### src/hdl/lgs_pkg.sv
// Shared types, constants and the cell update function for the Life row engine.
`default_nettype none

package lgs_pkg;

  localparam int ROW_W      = 64;    // cells per row
  localparam int NUM_W      = 10;    // row index width
  localparam int WIDTH_W    = 7;     // grid_width register width
  localparam int HEIGHT_W   = 11;    // grid_height register width
  localparam int MAX_WIDTH  = 64;
  localparam int MAX_HEIGHT = 1024;
  localparam int ADDR_W     = 3;
  localparam int DATA_W     = 32;

  localparam logic [ADDR_W-1:0] REG_GRID_WIDTH  = 3'd0;
  localparam logic [ADDR_W-1:0] REG_GRID_HEIGHT = 3'd4;

  localparam logic [WIDTH_W-1:0]  WIDTH_RESET  = WIDTH_W'(64);
  localparam logic [HEIGHT_W-1:0] HEIGHT_RESET = HEIGHT_W'(64);

  // One accepted row together with the rows it needs, as queued for the back end.
  typedef struct packed {
    logic [ROW_W-1:0] above;
    logic [ROW_W-1:0] middle;
    logic [ROW_W-1:0] row;
    logic [ROW_W-1:0] mask;
    logic [NUM_W-1:0] num;
    logic             has_first;  // emits row num-1 from above/middle/row
    logic             is_last;    // emits row num with frame end
  } lgs_job_t;

  typedef struct packed {
    logic full;
    logic empty;
  } lgs_q_stat_t;

  // B3/S23 over one row; a, m and b are already masked, so columns past the
  // width read as dead.
  function automatic logic [ROW_W-1:0] next_gen(
    input logic [ROW_W-1:0] a,
    input logic [ROW_W-1:0] m,
    input logic [ROW_W-1:0] b,
    input logic [ROW_W-1:0] mask
  );
    logic [ROW_W+1:0] ae;
    logic [ROW_W+1:0] me;
    logic [ROW_W+1:0] be;
    logic [3:0]       n;
    logic [ROW_W-1:0] res;
    ae = {1'b0, a, 1'b0};
    me = {1'b0, m, 1'b0};
    be = {1'b0, b, 1'b0};
    res = '0;
    for (int c = 0; c < ROW_W; c++) begin
      n = 4'(ae[c]) + 4'(ae[c+1]) + 4'(ae[c+2]) + 4'(me[c]) + 4'(me[c+2])
        + 4'(be[c]) + 4'(be[c+1]) + 4'(be[c+2]);
      res[c] = me[c+1] ? ((n == 4'd2) || (n == 4'd3)) : (n == 4'd3);
    end
    return res & mask;
  endfunction

endpackage

`default_nettype wire

### src/hdl/lgs_front.sv
// Front end: takes rows, masks them, tracks the row window and builds jobs.
`default_nettype none

module lgs_front import lgs_pkg::*; (
  input  wire logic                clk,
  input  wire logic                rst_n,
  input  wire logic                in_valid,
  output logic                     in_stall,
  input  wire logic [ROW_W-1:0]    in_row_cells,
  input  wire logic [WIDTH_W-1:0]  grid_width,
  input  wire logic [HEIGHT_W-1:0] grid_height,
  input  wire lgs_q_stat_t         q_stat,
  output logic                     push,
  output lgs_job_t                 push_job
);

  logic [ROW_W-1:0] above_r, above_nxt;
  logic [ROW_W-1:0] middle_r, middle_nxt;
  logic [NUM_W-1:0] rows_seen_r, rows_seen_nxt;

  logic [WIDTH_W-1:0]  eff_w;
  logic [HEIGHT_W-1:0] eff_h;
  logic [ROW_W-1:0]    mask;
  logic [ROW_W-1:0]    row;
  logic                accept;
  logic                last;

  always_comb begin
    eff_w = grid_width;
    if (eff_w == '0) eff_w = WIDTH_W'(1);
    if (eff_w > WIDTH_W'(MAX_WIDTH)) eff_w = WIDTH_W'(MAX_WIDTH);
    eff_h = grid_height;
    if (eff_h == '0) eff_h = HEIGHT_W'(1);
    if (eff_h > HEIGHT_W'(MAX_HEIGHT)) eff_h = HEIGHT_W'(MAX_HEIGHT);
    for (int c = 0; c < ROW_W; c++) begin
      mask[c] = (WIDTH_W'(c) < eff_w);
    end
  end

  assign in_stall = q_stat.full;
  assign accept   = in_valid && !in_stall;
  assign row      = in_row_cells & mask;
  assign last     = ({1'b0, rows_seen_r} + HEIGHT_W'(1)) >= eff_h;

  always_comb begin
    push_job.above     = above_r;
    push_job.middle    = middle_r;
    push_job.row       = row;
    push_job.mask      = mask;
    push_job.num       = rows_seen_r;
    push_job.has_first = (rows_seen_r != '0);
    push_job.is_last   = last;
    // the first row of a multi-row frame emits nothing yet
    push = accept && (push_job.has_first || last);
  end

  always_comb begin
    above_nxt     = above_r;
    middle_nxt    = middle_r;
    rows_seen_nxt = rows_seen_r;
    if (accept) begin
      if (last) begin
        above_nxt     = '0;
        middle_nxt    = '0;
        rows_seen_nxt = '0;
      end else begin
        above_nxt     = middle_r;
        middle_nxt    = row;
        rows_seen_nxt = rows_seen_r + NUM_W'(1);
      end
    end
  end

  always_ff @(posedge clk) begin
    if (!rst_n) begin
      above_r     <= '0;
      middle_r    <= '0;
      rows_seen_r <= '0;
    end else begin
      above_r     <= above_nxt;
      middle_r    <= middle_nxt;
      rows_seen_r <= rows_seen_nxt;
    end
  end

endmodule

`default_nettype wire

### src/hdl/lgs_queue.sv
// Two-entry job queue between the front and back ends.
`default_nettype none

module lgs_queue import lgs_pkg::*; (
  input  wire logic     clk,
  input  wire logic     rst_n,
  input  wire logic     push,
  input  wire lgs_job_t push_job,
  input  wire logic     pop,
  output lgs_job_t      head_job,
  output lgs_q_stat_t   q_stat
);

  lgs_job_t   slot_r [2];
  logic       wr_ptr_r, wr_ptr_nxt;
  logic       rd_ptr_r, rd_ptr_nxt;
  logic [1:0] count_r, count_nxt;

  assign q_stat.full  = (count_r == 2'd2);
  assign q_stat.empty = (count_r == 2'd0);
  assign head_job     = slot_r[rd_ptr_r];

  always_comb begin
    wr_ptr_nxt = wr_ptr_r ^ push;
    rd_ptr_nxt = rd_ptr_r ^ pop;
    count_nxt  = count_r + 2'(push) - 2'(pop);
  end

  always_ff @(posedge clk) begin
    if (push) slot_r[wr_ptr_r] <= push_job;
  end

  always_ff @(posedge clk) begin
    if (!rst_n) begin
      wr_ptr_r <= 1'b0;
      rd_ptr_r <= 1'b0;
      count_r  <= '0;
    end else begin
      wr_ptr_r <= wr_ptr_nxt;
      rd_ptr_r <= rd_ptr_nxt;
      count_r  <= count_nxt;
    end
  end

endmodule

`default_nettype wire

### src/hdl/lgs_back.sv
// Back end: evaluates queued jobs, one result row per cycle while out_stall allows it, into the output register.
`default_nettype none

module lgs_back import lgs_pkg::*; (
  input  wire logic        clk,
  input  wire logic        rst_n,
  input  wire lgs_job_t    head_job,
  input  wire lgs_q_stat_t q_stat,
  output logic             pop,
  output logic             phase,
  output logic             out_valid,
  input  wire logic        out_stall,
  output logic [ROW_W-1:0] out_next_row,
  output logic [NUM_W-1:0] out_row_number,
  output logic             out_frame_end
);

  logic             phase_r, phase_nxt;
  logic             out_valid_r, out_valid_nxt;
  logic [ROW_W-1:0] next_row_r;
  logic [NUM_W-1:0] row_number_r;
  logic             frame_end_r;

  logic             load;
  logic             second;   // producing the frame-end row of this job
  logic [ROW_W-1:0] sel_a;
  logic [ROW_W-1:0] sel_m;
  logic [ROW_W-1:0] sel_b;
  logic [ROW_W-1:0] res;
  logic [NUM_W-1:0] res_num;

  assign load   = !q_stat.empty && (!out_valid_r || !out_stall);
  assign second = phase_r || !head_job.has_first;

  always_comb begin
    if (second) begin
      sel_a   = head_job.has_first ? head_job.middle : '0;
      sel_m   = head_job.row;
      sel_b   = '0;
      res_num = head_job.num;
    end else begin
      sel_a   = head_job.above;
      sel_m   = head_job.middle;
      sel_b   = head_job.row;
      res_num = head_job.num - NUM_W'(1);
    end
    res = next_gen(sel_a, sel_m, sel_b, head_job.mask);
  end

  always_comb begin
    pop           = load && (second || !head_job.is_last);
    phase_nxt     = phase_r;
    out_valid_nxt = out_valid_r;
    if (load) begin
      phase_nxt     = !second && head_job.is_last;
      out_valid_nxt = 1'b1;
    end else if (!out_stall) begin
      out_valid_nxt = 1'b0;
    end
  end

  always_ff @(posedge clk) begin
    if (load) begin
      next_row_r   <= res;
      row_number_r <= res_num;
      frame_end_r  <= second;
    end
  end

  always_ff @(posedge clk) begin
    if (!rst_n) begin
      phase_r     <= 1'b0;
      out_valid_r <= 1'b0;
    end else begin
      phase_r     <= phase_nxt;
      out_valid_r <= out_valid_nxt;
    end
  end

  assign phase          = phase_r;
  assign out_valid      = out_valid_r;
  assign out_next_row   = next_row_r;
  assign out_row_number = row_number_r;
  assign out_frame_end  = frame_end_r;

endmodule

`default_nettype wire

### src/hdl/life_generation_step_core.sv
// Top level of the streaming Life (B3/S23) generation engine with its register port.
`default_nettype none

// Channel   Direction  Handshake           Payload
// in_       in         in_valid/in_stall   in_row_cells[63:0]
// out_      out        out_valid/out_stall out_next_row[63:0], out_row_number[9:0],
//                                          out_frame_end
// APB       in/out     psel/penable/pready paddr[2:0], pwdata/prdata[31:0]
//
// One row transfer per cycle in while in_stall is low; each row yields zero, one or two
// result transfers. The back end evaluates one result row per cycle unless out_stall
// holds it, so the last row of a frame occupies it for two results; the two-entry job
// queue absorbs that. Result rows leave through a register, in the cycle after the back
// end picks them up. Synchronous active-low reset clears the row window, the row count,
// the queue and the output valid; registers return to width 64, height 64.
// out_stall holds the output register; the queue then fills and in_stall rises.

module life_generation_step_core import lgs_pkg::*; (
  input  wire logic              clk,
  input  wire logic              rst_n,
  // input rows
  input  wire logic              in_valid,
  output logic                   in_stall,
  input  wire logic [ROW_W-1:0]  in_row_cells,
  // result rows
  output logic                   out_valid,
  input  wire logic              out_stall,
  output logic [ROW_W-1:0]       out_next_row,
  output logic [NUM_W-1:0]       out_row_number,
  output logic                   out_frame_end,
  // register port
  input  wire logic              psel,
  input  wire logic              penable,
  input  wire logic              pwrite,
  input  wire logic [ADDR_W-1:0] paddr,
  input  wire logic [DATA_W-1:0] pwdata,
  output logic [DATA_W-1:0]      prdata,
  output logic                   pready
);

  logic [WIDTH_W-1:0]  grid_width_r, grid_width_nxt;
  logic [HEIGHT_W-1:0] grid_height_r, grid_height_nxt;
  logic                cfg_wr;

  lgs_q_stat_t q_stat;
  lgs_job_t    push_job;
  lgs_job_t    head_job;
  logic        push;
  logic        pop;
  logic        phase;

  // ---------------- register port ----------------
  assign pready = 1'b1;
  assign cfg_wr = psel && penable && pwrite && pready;

  always_comb begin
    grid_width_nxt  = grid_width_r;
    grid_height_nxt = grid_height_r;
    if (cfg_wr) begin
      unique case (paddr)
        REG_GRID_WIDTH:  grid_width_nxt  = pwdata[WIDTH_W-1:0];
        REG_GRID_HEIGHT: grid_height_nxt = pwdata[HEIGHT_W-1:0];
        default: ;  // no register there
      endcase
    end
  end

  always_comb begin
    unique case (paddr)
      REG_GRID_WIDTH:  prdata = DATA_W'(grid_width_r);
      REG_GRID_HEIGHT: prdata = DATA_W'(grid_height_r);
      default:         prdata = '0;
    endcase
  end

  always_ff @(posedge clk) begin
    if (!rst_n) begin
      grid_width_r  <= WIDTH_RESET;
      grid_height_r <= HEIGHT_RESET;
    end else begin
      grid_width_r  <= grid_width_nxt;
      grid_height_r <= grid_height_nxt;
    end
  end

  // ---------------- datapath ----------------
  // front: masks rows, slides the above/middle window, decides what to emit
  lgs_front u_front (
    .clk          (clk),
    .rst_n        (rst_n),
    .in_valid     (in_valid),
    .in_stall     (in_stall),
    .in_row_cells (in_row_cells),
    .grid_width   (grid_width_r),
    .grid_height  (grid_height_r),
    .q_stat       (q_stat),
    .push         (push),
    .push_job     (push_job)
  );

  lgs_queue u_queue (
    .clk      (clk),
    .rst_n    (rst_n),
    .push     (push),
    .push_job (push_job),
    .pop      (pop),
    .head_job (head_job),
    .q_stat   (q_stat)
  );

  // back: one next-generation row per cycle unless stalled, 64 column counters in parallel
  lgs_back u_back (
    .clk            (clk),
    .rst_n          (rst_n),
    .head_job       (head_job),
    .q_stat         (q_stat),
    .pop            (pop),
    .phase          (phase),
    .out_valid      (out_valid),
    .out_stall      (out_stall),
    .out_next_row   (out_next_row),
    .out_row_number (out_row_number),
    .out_frame_end  (out_frame_end)
  );

  // ---------------- checks ----------------
  // never write into a full queue
  a_no_overflow: assert property (@(posedge clk) disable iff (!rst_n)
    push |-> !q_stat.full)
    else $error("job queue overflow");

  // never pop an empty queue
  a_no_underflow: assert property (@(posedge clk) disable iff (!rst_n)
    pop |-> !q_stat.empty)
    else $error("job queue underflow");

  // second half of a two-result job sits on a last-row job at the head
  a_phase_on_last: assert property (@(posedge clk) disable iff (!rst_n)
    phase |-> (!q_stat.empty && head_job.is_last && head_job.has_first))
    else $error("second result pending without a last-row job");

endmodule

`default_nettype wire

### config.mk
export PLATFORM = sky130hd
export DESIGN_NAME = life_generation_step_core
export DESIGN_NICKNAME = d
export VERILOG_FILES = /design/src/hdl/lgs_pkg.sv /design/src/hdl/lgs_front.sv /design/src/hdl/lgs_queue.sv /design/src/hdl/lgs_back.sv /design/src/hdl/life_generation_step_core.sv
export SDC_FILE = /design/constraint.sdc
export NUM_CORES = 2
export LEC_CHECK = 0
export BUFFER_PORTS_ARGS = -buffer_cell sky130_fd_sc_hd__buf_2
export CORE_UTILIZATION = 55
export DETAILED_ROUTE_END_ITERATION = 12
export PLACE_DENSITY = 0.81
export SLEW_MARGIN = 10
export SYNTH_ARGS = -nofsm -noshare
export SYNTH_HDL_FRONTEND = slang
export SYNTH_SLANG_ARGS = --single-unit
### constraint.sdc
create_clock -name clk -period 9.7 [get_ports clk]
set_clock_uncertainty 0.05 [all_clocks]
set_input_delay 0.97 -clock clk [delete_from_list [all_inputs] [get_ports clk]]
set_output_delay 0.97 -clock clk [all_outputs]
set_load 0.01 [all_outputs]
==> reports/results.md <==
• Max Clk Rate: 0.1678 GHz
• via count: 27,888
• number of standard-cell rows in the floorplan: 103
• deepest level of the CTS H-tree: 3
• Final TNS setup: 0 ns
• final worst slack: 3.741 ns
• maximum clock path buffer count: 3
• Hold Path Sink: u_queue.slot_r[1][206]
• fraction of registers with async set or reset after synthesis: 0%
• routability-driven placement congestion ratio: 0.8416
• Crit Path Class: reg2reg
• Synth Area in Adders: 17.32%
• part of the cycle the worst path needs: 61.44%
• Final Non-Filler Cells: 4,894
• detail-routed net length per standard cell: 20.21 um
• Placed Cells: 4,741
• top fanout value on the critical path: 133
• slew of the pin with the lowest slew margin: 1.156 ns
• sequential element share of the synthesized area: 49.03%
• dpl hpwl: 65,410 um
• xor/xnor share of the synthesized area: 0.4173%
• first drt pass iteration count: 5
• setup repair after global routing missed its margin: false
• vias in the first global route: 29,019
• stage delay of the slowest cell on the critical path: 0.86 ns
• Horiz. Die Dim: 285.1 um
• mux contribution to synthesized area: 10.40%
• number of cells traversed by the worst register-to-register path: 16
• cell breakdown of the critical path: buf_12 -> mux2_2 -> o21ai_0 -> or2_1 -> inv_1 -> ha_1 -> inv_1 -> fa_1 -> fa_1 -> inv_1 -> fa_1 -> inv_1 -> fa_1 -> a2111oi_0 -> a21oi_1 -> nor4_1
• hold path depth: 0
• final hold violation count: 0
• Inserted Clock Buffers: 82
• Power Density: 356.8 nW/um^2
• global-route layer with the greatest usage: met2
• DRC errors left: 0
• IR drop worst, VDD: 0.2223 mV
• Slowest cell on crit path: dfxtp_4
• buffer count from post-CTS setup fixing: 0
• Initial Util: 55.70%
• antenna violations before repair: 8
• synthesis-to-finish area growth: 9.936%
• Leakage Power: 19.49 nW
• number of synthesized register bits: 774
• r2r setup slk: 3.74 ns
• Reg-to-Reg End: u_back.out_next_row[54]
• die height: 285.1 um
• number of warnings reported in the yosys synthesis log: 0
• clock insertion delay at the later pin of the skew report: 0.63 ns
• first-pass GRT wire length: 155,200 um
• Final #Nets: 4,340
• worst slack, placed: 3.682 ns
• fraction of the mapped netlist area in simple logic gates: 9.746%
• total standard cell area after synthesis: 44,070 um^2
• Netlist cell types: 61
• drt total wl: 98,900 um
• EDFF count, synth: 611
• start point of the worst min-delay path: u_front.above_r[2]
• placed cell area: 45,710 um^2
• Clock Sink Count: 774
• Core Area: 79,130 um^2
• relative slew slack: 22.64%
• Vias/cell: 5.698
• number of maximum-capacitance constraint violations: 0
• total of hold buffers inserted after clock tree synthesis: 0
• GRT Util Overall: 24.53%
• cell count after synthesis: 3,657
• clock tree from TritonCTS: yes
• M1 GR Usage: 31.35%
• type of the worst min-delay path: reg2reg
• most common library cell in the layout ignoring fill and taps: inv_1
• met3 track utilization from global routing: 4.184%
• finished layout cell area: 48,450 um^2
• largest family of logic cells by synthesized area: adder cells
• run status: completed
• 1st-iter DRT viols: 2,397
• Mapped Avg Cell Area: 12.05 um^2
• global route total overflow: 0
• arrival time at the worst endpoint: 6.23 ns
• antenna-violating nets left: 0
• startpoint type of the worst setup path: register
• Period minus WS final: 5.959 ns
• Primary FF master, synth: edfxtp_1
• WP data required: 9.97 ns
• most frequent cells in the layout: inv_1 (658), edfxtp_1 (611), nand2_1 (262), fa_1 (252), ha_1 (205)
• kind of end point of the critical path: register
• final count of pins violating max slew: 0
• master cell of the clock root buffer: clkbuf_16
• number of buffers added on ports: 172
• number of gates resized after cts: 0
• final setup violation count: 0
• maximum number of pins on one net before global-route repair: 141
• fraction of final layout cells sized beyond drive strength 1: 16.81%
• number of ports placed on the die boundary: 216
• routing usage on met2: 41.76%
• clock transition at the registers of the reported paths: 0.06 ns
• floorplan die area: 81,270 um^2
• synthesized-area fraction occupied by ao, oa, aoi and oai cells: 5.314%
## flip-flops by register name, indices dropped and copies added, names as in the netlist, named ones only
register,count
u_front.above_r,64
u_back.out_frame_end,1
u_front.middle_r,64
u_back.out_valid,1
u_back.out_next_row,64
grid_height_r,11
u_queue.count_r,2
u_queue.slot_r,536
grid_width_r,7
u_queue.rd_ptr_r,1
u_back.phase,1
u_queue.wr_ptr_r,1
u_back.out_row_number,10
u_front.rows_seen_r,10
## critical path: cells and delay by family (launching register included)
| kind | cells | cell delay [ns] |
|---|---|---|
| adders and majority gates | 5 | 1.78 |
| buffers and inverters | 5 | 0.97 |
| and+or+nand+nor | 2 | 0.90 |
| DFF | 1 | 0.86 |
| AOI/OAI and AO/OA | 3 | 0.56 |
| muxes | 1 | 0.41 |
## logic make-up after synthesis
group / count (synthesis)
flops: 774
compound gates: 373
fa+ha+maj: 459
xor+xnor: 21
simple gates: 823
buf+inv: 847
mux: 358
other cells: 2
## stage by stage
step                hold slack [ns]  utilization, %  power, mW
floorplan                    0.3737               -      12.03
global placement             0.3788           57.77      13.55
detailed placement           0.3859           57.77      14.17
CTS                          0.3936           61.23      17.43
global route                 0.4084           61.23      18.98
finish                       0.3910           61.23      17.29
## where the power goes
group / internal, mW / leakage (nW) / switching, mW
Combinational: 4.09 / 11.4 / 5.44
Clock: 1.87 / 1.32 / 1.30
Sequential: 4.35 / 6.73 / 0.235
## how the worst max path moves through the flow
| stage | depth (start not counted) | slack [ns] | from | end |
|---|---|---|---|---|
| global placement | 16 | 3.76 | register | u_back.out_next_row[54] |
| detailed placement | 16 | 3.68 | register | u_back.out_next_row[54] |
| floorplan | 15 | 0.31 | u_front.rows_seen_r[2] | u_queue.slot_r[1][0] |
| global route | 16 | 3.37 | register | u_back.out_next_row[54] |
| finish | 16 | 3.74 | register | u_back.out_next_row[54] |
| CTS | 16 | 3.68 | register | u_back.out_next_row[54] |
## cell type report
class	instances	area, um^2
fill	5939	30670
sequential	774	21620
multi-input combinational	2058	19180
inverter	661	2482
clock buffer	114	2326
tap	1050	1314
timing repair buffer	198	1112
clock inverter	38	414.1
antenna	1	2.502
## cell usage after synthesis (3+ instances only)
library cell | n | area share, %
dfxtp_1 | 163 | 7.4
buf_2 | 38 | 0.43
xor2_1 | 8 | 0.16
nand4_1 | 15 | 0.21
or3_1 | 4 | 0.057
a21oi_1 | 54 | 0.61
nand2b_1 | 7 | 0.099
o31ai_1 | 40 | 0.68
nand3b_1 | 3 | 0.051
buf_1 | 15 | 0.13
buf_4 | 41 | 0.70
buf_6 | 5 | 0.13
nor3_1 | 7 | 0.079
nor2_1 | 128 | 1.1
fa_1 | 252 | 11
a31oi_1 | 32 | 0.45
mux2_2 | 128 | 3.3
mux4_2 | 66 | 3.4
and3_1 | 7 | 0.099
mux2i_1 | 163 | 3.7
nand2_1 | 264 | 2.2
clkbuf_1 | 87 | 0.74
and2_1 | 32 | 0.45
a21o_1 | 5 | 0.085
xnor2_1 | 13 | 0.26
o32ai_1 | 32 | 0.64
nand3_1 | 166 | 1.9
ha_1 | 207 | 5.9
a2111oi_0 | 33 | 0.66
nor4_1 | 13 | 0.18
nor2b_1 | 52 | 0.74
o22ai_1 | 4 | 0.057
or2_1 | 7 | 0.099
or2_2 | 58 | 0.82
o21ai_0 | 156 | 1.8
inv_1 | 658 | 5.6
edfxtp_1 | 611 | 42
nor4_2 | 50 | 1.4
o41ai_1 | 4 | 0.079
## routing by layer
| metal | up-vias | wire length [um] | share of wire, % |
|---|---|---|---|
| met5 | - | 55 | 0.056 |
| met4 | 10 | 3190 | 3.2 |
| met3 | 175 | 6887 | 7.0 |
| met2 | 954 | 49110 | 50 |
| met1 | 13975 | 39660 | 40 |
| li1 | 12774 | - | - |
Note: power is estimated with default switching activity, not from simulation.
